==> src/rtl/gdcpm_pkg.sv <==
// Shared codes and constants for the duty-cycle power manager.
// No dependencies; used by the core and its checker.
package gdcpm_pkg;

    // Operating modes
    localparam logic [1:0] MODE_OFF   = 2'd0;
    localparam logic [1:0] MODE_ON    = 2'd1;
    localparam logic [1:0] MODE_INTER = 2'd2;
    // Requested mode with no meaning; the block keeps its mode
    localparam logic [1:0] MODE_RSVD  = 2'd3;

    // Intermittent phases
    localparam logic [1:0] PH_AWAIT  = 2'd0;
    localparam logic [1:0] PH_SLEEP  = 2'd1;
    localparam logic [1:0] PH_RESYNC = 2'd2;

    // Configuration register indexes
    localparam logic [1:0] CFG_SLEEP_PERIOD  = 2'd0;
    localparam logic [1:0] CFG_RESYNC_WINDOW = 2'd1;

    // Register reset values
    localparam logic [31:0] SLEEP_PERIOD_RST  = 32'd3600000;
    localparam logic [31:0] RESYNC_WINDOW_RST = 32'd300000;

    // Supply current estimates in mA
    localparam logic [4:0] ACTIVE_MA = 5'd20;
    localparam logic [4:0] IDLE_MA   = 5'd0;

endpackage

==> src/rtl/gps_duty_cycle_power_manager_core.sv <==
// Duty-cycle power manager core, built on gdcpm_pkg: one result per tick. Each tick is
// registered in the input register, and its result then in the result register.
// Throughput: one tick per cycle; the state update is a single 32-bit add and
// compare per deadline between the input and result registers; only m_ready stalls.
// Reset (synchronous, active low) sets mode off, phase awaiting first sync,
// stamps and deadlines to zero, and both timing registers to their defaults.
module gps_duty_cycle_power_manager_core (
    input  logic        aclk,
    input  logic        aresetn,
    // configuration write channel
    input  logic        cfg_valid,
    output logic        cfg_ready,
    input  logic [1:0]  cfg_index,
    input  logic [31:0] cfg_data,
    // tick input channel
    input  logic        s_valid,
    output logic        s_ready,
    input  logic [31:0] s_now_ms,
    input  logic [31:0] s_sync_stamp_ms,
    input  logic [1:0]  s_requested_mode,
    // result channel
    output logic        m_valid,
    input  logic        m_ready,
    output logic        m_receiver_awake,
    output logic [1:0]  m_active_mode,
    output logic [1:0]  m_duty_phase,
    output logic        m_reverted_off,
    output logic [4:0]  m_current_estimate_ma
);

    // configuration registers
    logic [31:0] sleep_period_reg;
    logic [31:0] resync_window_reg;

    // block state
    logic [1:0]  mode_reg,        mode_next;
    logic [1:0]  phase_reg,       phase_next;
    logic [31:0] last_sync_reg,   last_sync_next;
    logic [31:0] sleep_dl_reg,    sleep_dl_next;
    logic [31:0] resync_dl_reg,   resync_dl_next;
    logic        awake_reg,       awake_next;

    // input register
    logic        in_valid_reg;
    logic [31:0] now_reg;
    logic [31:0] stamp_reg;
    logic [1:0]  req_reg;

    // result register
    logic        out_valid_reg;
    logic        out_awake_reg,   out_awake_next;
    logic [1:0]  out_mode_reg;
    logic [1:0]  out_phase_reg,   out_phase_next;
    logic        out_revert_reg,  out_revert_next;
    logic [4:0]  out_ma_reg,      out_ma_next;

    logic out_free;
    logic advance;
    logic new_sync;
    logic mode_change;

    assign cfg_ready = 1'b1;
    assign out_free  = !out_valid_reg || m_ready;
    assign advance   = in_valid_reg && out_free;
    assign s_ready   = !in_valid_reg || out_free;

    // Take configuration writes; indexes beyond the list are dropped
    always_ff @(posedge aclk) begin
        if (!aresetn) begin
            sleep_period_reg  <= gdcpm_pkg::SLEEP_PERIOD_RST;
            resync_window_reg <= gdcpm_pkg::RESYNC_WINDOW_RST;
        end else if (cfg_valid && cfg_ready) begin
            case (cfg_index)
                gdcpm_pkg::CFG_SLEEP_PERIOD:  sleep_period_reg  <= cfg_data;
                gdcpm_pkg::CFG_RESYNC_WINDOW: resync_window_reg <= cfg_data;
                default: ;
            endcase
        end
    end

    // Hold the tick in the input register until the result side frees up
    always_ff @(posedge aclk) begin
        if (!aresetn) begin
            in_valid_reg <= 1'b0;
        end else if (s_valid && s_ready) begin
            in_valid_reg <= 1'b1;
        end else if (advance) begin
            in_valid_reg <= 1'b0;
        end
    end

    always_ff @(posedge aclk) begin
        if (s_valid && s_ready) begin
            now_reg   <= s_now_ms;
            stamp_reg <= s_sync_stamp_ms;
            req_reg   <= s_requested_mode;
        end
    end

    // Apply a mode change, then run one step of the intermittent cycle
    always_comb begin
        mode_next       = mode_reg;
        phase_next      = phase_reg;
        last_sync_next  = last_sync_reg;
        sleep_dl_next   = sleep_dl_reg;
        resync_dl_next  = resync_dl_reg;
        awake_next      = awake_reg;
        out_revert_next = 1'b0;

        mode_change = (req_reg != gdcpm_pkg::MODE_RSVD) && (req_reg != mode_reg);
        if (mode_change) begin
            mode_next = req_reg;
            unique case (req_reg)
                gdcpm_pkg::MODE_OFF: awake_next = 1'b0;
                gdcpm_pkg::MODE_ON:  awake_next = 1'b1;
                default: begin
                    awake_next     = 1'b1;
                    phase_next     = gdcpm_pkg::PH_AWAIT;
                    last_sync_next = stamp_reg;
                    sleep_dl_next  = '0;
                    resync_dl_next = '0;
                end
            endcase
        end

        new_sync = (stamp_reg != '0) && (stamp_reg != last_sync_next);

        if (mode_next == gdcpm_pkg::MODE_INTER) begin
            unique case (phase_next)
                gdcpm_pkg::PH_AWAIT: begin
                    if (new_sync) begin
                        last_sync_next = stamp_reg;
                        awake_next     = 1'b0;
                        sleep_dl_next  = now_reg + sleep_period_reg;
                        phase_next     = gdcpm_pkg::PH_SLEEP;
                    end
                end
                gdcpm_pkg::PH_SLEEP: begin
                    if (now_reg >= sleep_dl_next) begin
                        awake_next     = 1'b1;
                        resync_dl_next = now_reg + resync_window_reg;
                        phase_next     = gdcpm_pkg::PH_RESYNC;
                    end
                end
                gdcpm_pkg::PH_RESYNC: begin
                    if (new_sync) begin
                        last_sync_next = stamp_reg;
                        awake_next     = 1'b0;
                        sleep_dl_next  = now_reg + sleep_period_reg;
                        phase_next     = gdcpm_pkg::PH_SLEEP;
                    end else if (now_reg >= resync_dl_next) begin
                        awake_next      = 1'b0;
                        mode_next       = gdcpm_pkg::MODE_OFF;
                        out_revert_next = 1'b1;
                    end
                end
                default: ;
            endcase
        end

        out_awake_next = awake_next;
        out_phase_next = (mode_next == gdcpm_pkg::MODE_INTER) ?
                         phase_next : gdcpm_pkg::PH_AWAIT;
        case (mode_next)
            gdcpm_pkg::MODE_OFF: out_ma_next = gdcpm_pkg::IDLE_MA;
            gdcpm_pkg::MODE_ON:  out_ma_next = gdcpm_pkg::ACTIVE_MA;
            default: out_ma_next = (phase_next == gdcpm_pkg::PH_SLEEP) ?
                                   gdcpm_pkg::IDLE_MA : gdcpm_pkg::ACTIVE_MA;
        endcase
    end

    // Advance the state once per transferred tick
    always_ff @(posedge aclk) begin
        if (!aresetn) begin
            mode_reg      <= gdcpm_pkg::MODE_OFF;
            phase_reg     <= gdcpm_pkg::PH_AWAIT;
            last_sync_reg <= '0;
            sleep_dl_reg  <= '0;
            resync_dl_reg <= '0;
            awake_reg     <= 1'b0;
        end else if (advance) begin
            mode_reg      <= mode_next;
            phase_reg     <= phase_next;
            last_sync_reg <= last_sync_next;
            sleep_dl_reg  <= sleep_dl_next;
            resync_dl_reg <= resync_dl_next;
            awake_reg     <= awake_next;
        end
    end

    // Hold the result until the sink takes it
    always_ff @(posedge aclk) begin
        if (!aresetn) begin
            out_valid_reg <= 1'b0;
        end else if (advance) begin
            out_valid_reg <= 1'b1;
        end else if (m_ready) begin
            out_valid_reg <= 1'b0;
        end
    end

    always_ff @(posedge aclk) begin
        if (advance) begin
            out_awake_reg  <= out_awake_next;
            out_mode_reg   <= mode_next;
            out_phase_reg  <= out_phase_next;
            out_revert_reg <= out_revert_next;
            out_ma_reg     <= out_ma_next;
        end
    end

    assign m_valid               = out_valid_reg;
    assign m_receiver_awake      = out_awake_reg;
    assign m_active_mode         = out_mode_reg;
    assign m_duty_phase          = out_phase_reg;
    assign m_reverted_off        = out_revert_reg;
    assign m_current_estimate_ma = out_ma_reg;

endmodule

==> config.mk <==
export PLATFORM = sky130hd
export DESIGN_NAME = gps_duty_cycle_power_manager_core
export DESIGN_NICKNAME = d
export VERILOG_FILES = /design/src/rtl/gdcpm_pkg.sv /design/src/rtl/gps_duty_cycle_power_manager_core.sv
export SDC_FILE = /design/constraint.sdc
export NUM_CORES = 1
export LEC_CHECK = 0
export BUFFER_PORTS_ARGS = -buffer_cell sky130_fd_sc_hd__buf_2
export CAP_MARGIN = 15
export CORE_MARGIN = 4
export CORE_UTILIZATION = 55
export DETAILED_ROUTE_END_ITERATION = 6
export GPL_ROUTABILITY_DRIVEN = 0
export GPL_TIMING_DRIVEN = 1
export PLACE_DENSITY_LB_ADDON = 0.2
export SLEW_MARGIN = 20
export SYNTH_ARGS = -nofsm -noshare
export SYNTH_HDL_FRONTEND = slang
export SYNTH_SLANG_ARGS = --single-unit
export TNS_END_PERCENT = 5
==> constraint.sdc <==
create_clock -name aclk -period 7.45 [get_ports aclk]
set_input_delay 0.745 -clock aclk [delete_from_list [all_inputs] [get_ports aclk]]
set_output_delay 0.745 -clock aclk [all_outputs]
set_load 0.005 [all_outputs]
=== Yosys cells after proc, flatten, opt, wreduce, memory -nomap -nowiden ===
Cells that the tools add are included.

* Input port bits: 105
* Register bits: 244
* Output and inout port bits: 14

* Eq/ne operators: 11
* Mux-type cells: 41
* Bitwise operators: 2
* Reduce and logical (&&, ||, !) cells: 20
* Magnitude comparators: 2
* $add $sub $neg: 2

{| class="wikitable"
|+ Operators by type and width
! kind !! count
|-
| 2-to-1 mux 32 bit || 15
|-
| adder 32 bit || 2
|-
| >= comparator 32 bit || 2
|-
| != test 32 bit || 1
|-
| nonzero test 32 bit || 1
|-
| 2-to-1 mux 2 bit || 10
|-
| 2-to-1 mux 1 bit || 12
|-
| == test 2 x 1 -> 1 bit, second input constant || 5
|-
| one-hot mux 5 bit (2 select lines) || 1
|-
| zero test 2 bit || 4
|-
| == test 2 bit, second input constant || 3
|-
| 2-to-1 mux 5 bit || 1
|-
| logical AND 1 bit || 4
|-
| one-hot mux 2 bit (2 select lines) || 1
|-
| AND reduction 2 bit || 2
|-
| nonzero test 2 bit || 2
|-
| OR reduction 2 bit || 2
|-
| one-hot mux 1 bit (3 select lines) || 1
|-
| OR reduction 3 bit || 1
|-
| zero test 1 bit || 2
|-
| logical OR 1 bit || 2
|-
| != test 2 bit || 1
|-
| != test 2 bit, second input constant || 1
|-
| NOT 1 bit || 2
|}

=== Longest topological paths before layout ===
* Word-level depth: 12
* Gate-level depth with buffers: 15
* Gate-level depth less buffers: 12

=== Least setup slack after synthesis ===
No wires, ideal clock.

* Kind: flip-flop to flip-flop
* Start: reg mode_reg[0]
* End: reg out_ma_reg[2], in the netlist m_current_estimate_ma[2], data pin
* Arrival time: 3.106 ns
* Path slack: 4.084 ns
* Data required time: 7.190 ns
* Setup time: 0.260 ns
* Stages on the path, launching flop included: 15
* Path buffers: 2
* Cell sequence: dfxtp_1 nand2b_1 nand3_1 clkbuf_1 clkbuf_1 nand2_1 ha_1 a21o_1 a21o_1 a21oi_1 o22ai_1 a2111oi_0 o21ai_0 a21oi_1 mux2_2

{| class="wikitable"
|+ RTL lines
! item !! line !! text
|-
| from (decl) || gps_duty_cycle_power_manager_core.sv:36 || <nowiki>logic [1:0] mode_reg, mode_next;</nowiki>
|-
| from (signal assigned) || gps_duty_cycle_power_manager_core.sv:175 || <nowiki>mode_reg <= gdcpm_pkg::MODE_OFF;</nowiki>
|-
| from (signal assigned) || gps_duty_cycle_power_manager_core.sv:182 || <nowiki>mode_reg <= mode_next;</nowiki>
|-
| != test 2 bit || gps_duty_cycle_power_manager_core.sv:110 || <nowiki>mode_change = (req_reg != gdcpm_pkg::MODE_RSVD) && (req_reg != mode_reg);</nowiki>
|-
| logical AND 1 bit || gps_duty_cycle_power_manager_core.sv:110 ||
|-
| 2-to-1 mux 32 bit || gps_duty_cycle_power_manager_core.sv:111 || <nowiki>if (mode_change) begin</nowiki>
|-
| >= comparator 32 bit / != test 32 bit (equally long branches) || gps_duty_cycle_power_manager_core.sv:151, gps_duty_cycle_power_manager_core.sv:126 ||
|-
| 2-to-1 mux 2 bit / logical AND 1 bit (equally long branches) || gps_duty_cycle_power_manager_core.sv:151, gps_duty_cycle_power_manager_core.sv:126 ||
|-
| 2-to-1 mux 2 bit || gps_duty_cycle_power_manager_core.sv:146 || <nowiki>if (new_sync) begin</nowiki>
|-
| 2-to-1 mux 2 bit || gps_duty_cycle_power_manager_core.sv:129 || <nowiki>unique case (phase_next)</nowiki>
|-
| 2-to-1 mux 2 bit (*) || gps_duty_cycle_power_manager_core.sv:128 || <nowiki>if (mode_next == gdcpm_pkg::MODE_INTER) begin</nowiki>
|-
| net mode_next[1] || gps_duty_cycle_power_manager_core.sv:36 ||
|-
| == test 2 x 1 -> 1 bit / zero test 2 bit (equally long branches) || gps_duty_cycle_power_manager_core.sv:164 || <nowiki>case (mode_next)</nowiki>
|-
| one-hot mux 5 bit (2 select lines) (*) || gps_duty_cycle_power_manager_core.sv:164 ||
|-
| net out_ma_next[2] || gps_duty_cycle_power_manager_core.sv:55 || <nowiki>logic [4:0] out_ma_reg, out_ma_next;</nowiki>
|-
| to (signal assigned) || gps_duty_cycle_power_manager_core.sv:208 || <nowiki>out_ma_reg <= out_ma_next;</nowiki>
|-
| to (decl) || gps_duty_cycle_power_manager_core.sv:55 ||
|}

Mark *: on every way through the listed nets, which the timed path passes. The rest lies on a longest branch.
A chain may end at the register's enable or synchronous reset.

=== Final worst setup path ===
* Start: reg req_reg[0]
* End: reg out_ma_reg[2], in the netlist m_current_estimate_ma[2], data pin

{| class="wikitable"
|+ RTL lines
! item !! line !! text
|-
| from (decl) || gps_duty_cycle_power_manager_core.sv:47 || <nowiki>logic [1:0] req_reg;</nowiki>
|-
| from (signal assigned) || gps_duty_cycle_power_manager_core.sv:96 || <nowiki>req_reg <= s_requested_mode;</nowiki>
|-
| == test 2 x 1 -> 1 bit / zero test 2 bit (equally long branches) || gps_duty_cycle_power_manager_core.sv:113 || <nowiki>unique case (req_reg)</nowiki>
|-
| OR reduction 2 bit (no line) || n/a ||
|-
| 2-to-1 mux 32 bit || gps_duty_cycle_power_manager_core.sv:113 ||
|-
| 2-to-1 mux 32 bit || gps_duty_cycle_power_manager_core.sv:111 ||
|-
| >= comparator 32 bit / != test 32 bit (equally long branches) || gps_duty_cycle_power_manager_core.sv:151, gps_duty_cycle_power_manager_core.sv:126 ||
|-
| 2-to-1 mux 2 bit / logical AND 1 bit (equally long branches) || gps_duty_cycle_power_manager_core.sv:151, gps_duty_cycle_power_manager_core.sv:126 ||
|-
| 2-to-1 mux 2 bit || gps_duty_cycle_power_manager_core.sv:146 ||
|-
| 2-to-1 mux 2 bit || gps_duty_cycle_power_manager_core.sv:129 ||
|-
| 2-to-1 mux 2 bit (*) || gps_duty_cycle_power_manager_core.sv:128 ||
|-
| net mode_next[1] || gps_duty_cycle_power_manager_core.sv:36 ||
|-
| == test 2 x 1 -> 1 bit / zero test 2 bit (equally long branches) || gps_duty_cycle_power_manager_core.sv:164 ||
|-
| one-hot mux 5 bit (2 select lines) (*) || gps_duty_cycle_power_manager_core.sv:164 ||
|-
| net out_ma_next[2] || gps_duty_cycle_power_manager_core.sv:55 ||
|}

Marks and branches as above.

==> results.cfg <==
[run_status]
status = finished, final reports clean

[pwr]
p_leak_nw = 5.95
switching_share_pct = 26.7
p_int_mw = 2.33
powerDensity_mw_per_mm2 = 210
pwr-share-clk_pct = 39.6
peakVddDrop_v = 0.000180
combPwrFrac_pct = 14.5
seq_power_share_pct = 45.8
power.switching_mw = 0.846

[yosys]
synth_area_sq_mm = 0.0135
synth_edf_count = 73
synth_top_area_share_pct = 24.7
synthSimpleGateAreaFrac_pct = 18.9
synth_area_leader_cell = dfxtp_1
ys.flop_type = dfxtp_1
yosys_warnings = 0
synth_top_family_by_area = compound AO/OA/AOI/OAI gates
synth_compound_area_share_pct = 20.1
synthTopCellsByCount = nand2_1 (324), dfxtp_1 (167), a21oi_1 (159), ha_1 (126), edfxtp_1 (73)
synth_seq_area_share_pct = 40.9
synth_cells = 1532
yosys.area_share.adder_pct = 12.0
postSynth.asyncResetShare_pct = 0
synth_area_per_cell_sq_um = 8.83
synth_most_common_cell = nand2_1
synth_mux_area_share_pct = 0.0833
synthXorXnorAreaFrac_pct = 4.86
ys_types = 75
ys_ff_latch = 240
synth_area_leaders = dfxtp_1 (25%), edfxtp_1 (16%), ha_1 (12%), nand2_1 (9.0%), a21oi_1 (5.9%)

[layout]
filler_cell_count = 2148
drive_above_1_share_pct = 11.5
nNetsFinal = 1849
design_area_sq_mm = 0.0151
syn_to_final_growth_pct = 11.9
antenna_cells = 0
fin_util_pct = 62.4

[timing]
fmax_mhz = 221
period_share_pct = 60.8
relSlewSlack_pct = 39.0
finClkSkew_ns = 0.0134
drv_slew = 0
setup_viol = 0
hold_viol = 0
fin_tns_setup_ns = 0
min_period_ns = 4.53
worstMarginPinSlew_ns = 0.915
rsz0062_at_grt = no

[critical_path]
cp_top_family = compound AO/OA/AOI/OAI gates
crit_buf_inv = 2
critPathLaunchType = register
max_stage_delay_ns = 0.58
critPathRequiredTime_ns = 7.73
cp_max_fo = 42
critPathKind = reg -> reg
r2r-start = req_reg[0]
cp_slowest_cell = a2111oi_0
critPathCaptureType = register
cp_cell_sequence = inv_1, nand3_2, buf_4, and2_1, ha_1, nor2_1, a21oi_1, o31ai_1, nand4b_1, a2111oi_0, o21ai_0, a21oi_1, mux2_2
startpoint = req_reg[0]
rrSetupSlack_ns = 2.92
cp.arrival_ns = 4.80
cpMostUsedCell = a21oi_1

[min_path]
worstHoldPathType = in -> reg
min_from = s_now_ms[18]

[floorplan]
ios = 119
start_util_pct = 55.8
die_area_sq_mm = 0.0272
chipWidth_microns = 165
die_h_microns = 165
core_area_sq_mm = 0.0242
rows = 57

[clocking]
cts_tree = built
ctsHoldBuffers = 0
clkLatencyLatePin_ns = 0.54
cts_buffers = 27
cts.path.max_buffers = 3
cts.sinks = 240
clk_pin_slew_ns = 0.06
cts_root_buffer = clkbuf_16
post_cts_buffers = 0
htreeDepth = 1
cts_resized = 0

[drt]
drt_first_iter_violations = 860
vias_per_cell = 5.81
first_pass_iters = 5
routed_wl_mm = 34.4
vias = 11400
wire_per_inst_microns = 17.6
route.detailed.drc = 0
ant_nets = 0

[global_route]
grt_antenna_before_repair = 0
grt_remaining_overflow = 0
grt_start_max_net_pins = 102
grt_pass1_wl_mm = 55.5
grt_pass1_vias = 10900
grt_util_all_layers_pct = 25.3

[run]
max-cap-violations = 0

[place]
place_area_sq_mm = 0.0143
hpwl_mm = 25.2
place.port_buffers = 114
[layout by cell type (no fill, tap or decap), types with 13 or more instances in the layout]
cell       count
a21o_1        38
a21oi_1      159
a22o_1        23
a22oi_1       19
a31oi_1       13
buf_2        114
clkbuf_16     27
dfxtp_1      167
edfxtp_1      73
ha_1         126
inv_1         26
nand2_1      324
nand2b_1      14
nand3_1       36
nand4_1       29
nor2_1        67
nor2b_1       13
nor3_1        19
o21a_1        17
o21ai_0       64
xnor2_1       61
xor2_1        14
[kinds of logic (layout without fill, tap and decap cells)]
logic type,Yosys count,count (layout)
compound gates,419,419
xor+xnor,75,75
fa+ha+maj,128,128
buf+inv,96,199
flops,240,240
mux,1,1
other cells,2,4
simple gates,571,571
[worst register-to-register path: stages, from the launching register on]
cell and delay [ns]:
edfxtp_1 0.40, inv_1 0.17, nand3_2 0.52, buf_4 0.51, and2_1 0.27, ha_1 0.26
nor2_1 0.10, a21oi_1 0.07, o31ai_1 0.22, nand4b_1 0.20, a2111oi_0 0.58, o21ai_0 0.35
a21oi_1 0.27, mux2_2 0.36
[per-stage QoR]
stage                     hold slack, ns  std cells  power, mW  setup slack, ns
after floorplan                    0.425       1534       1.80             4.08
after global placement             0.435       1911       1.93             3.05
after detailed placement           0.439       1911       1.94             3.00
after CTS                          0.356       1961       3.20             2.98
after global routing               0.355       1961       3.33             2.60
final                              0.377       1961       3.17             2.92
[power groups by stage]
stage / clock [mW] / sequential, mW / combinational [mW]
final: 1.26 / 1.45 / 0.461
after global routing: 1.35 / 1.46 / 0.520
after CTS: 1.29 / 1.45 / 0.459
after detailed placement: 0 / 1.48 / 0.455
after global placement: 0 / 1.48 / 0.445
after floorplan: 0 / 1.46 / 0.338
[cell type report]
type / instances / area [sq um] / share of cell area (%)
multi-input cells: 1198 / 7610 / 50.3
flip-flops and latches: 240 / 5540 / 36.6
clock buffers: 44 / 810 / 5.35
repair buffers: 122 / 634 / 4.19
well taps: 324 / 405 / 2.68
inverters: 27 / 103 / 0.678
clock inverters: 6 / 32.5 / 0.215
[layer usage]
layer | vias up | track usage, % | part of all wire (%)
li1 | 5707 | - | -
met4 | 0 | 8.62 | 3.6
met2 | 281 | 42.1 | 46
met3 | 74 | 3.67 | 5.3
met1 | 5336 | 33.8 | 45
met5 | - | 0 | 0
[worst paths after layout]
check,to,cells past startpoint
worst min-delay path,now_reg[18],1
worst max-delay path,m_current_estimate_ma[2],13
worst max register to register,m_current_estimate_ma[2],13
worst min register to register,sleep_dl_reg[16],1
Power figures use the tool's default switching activity.
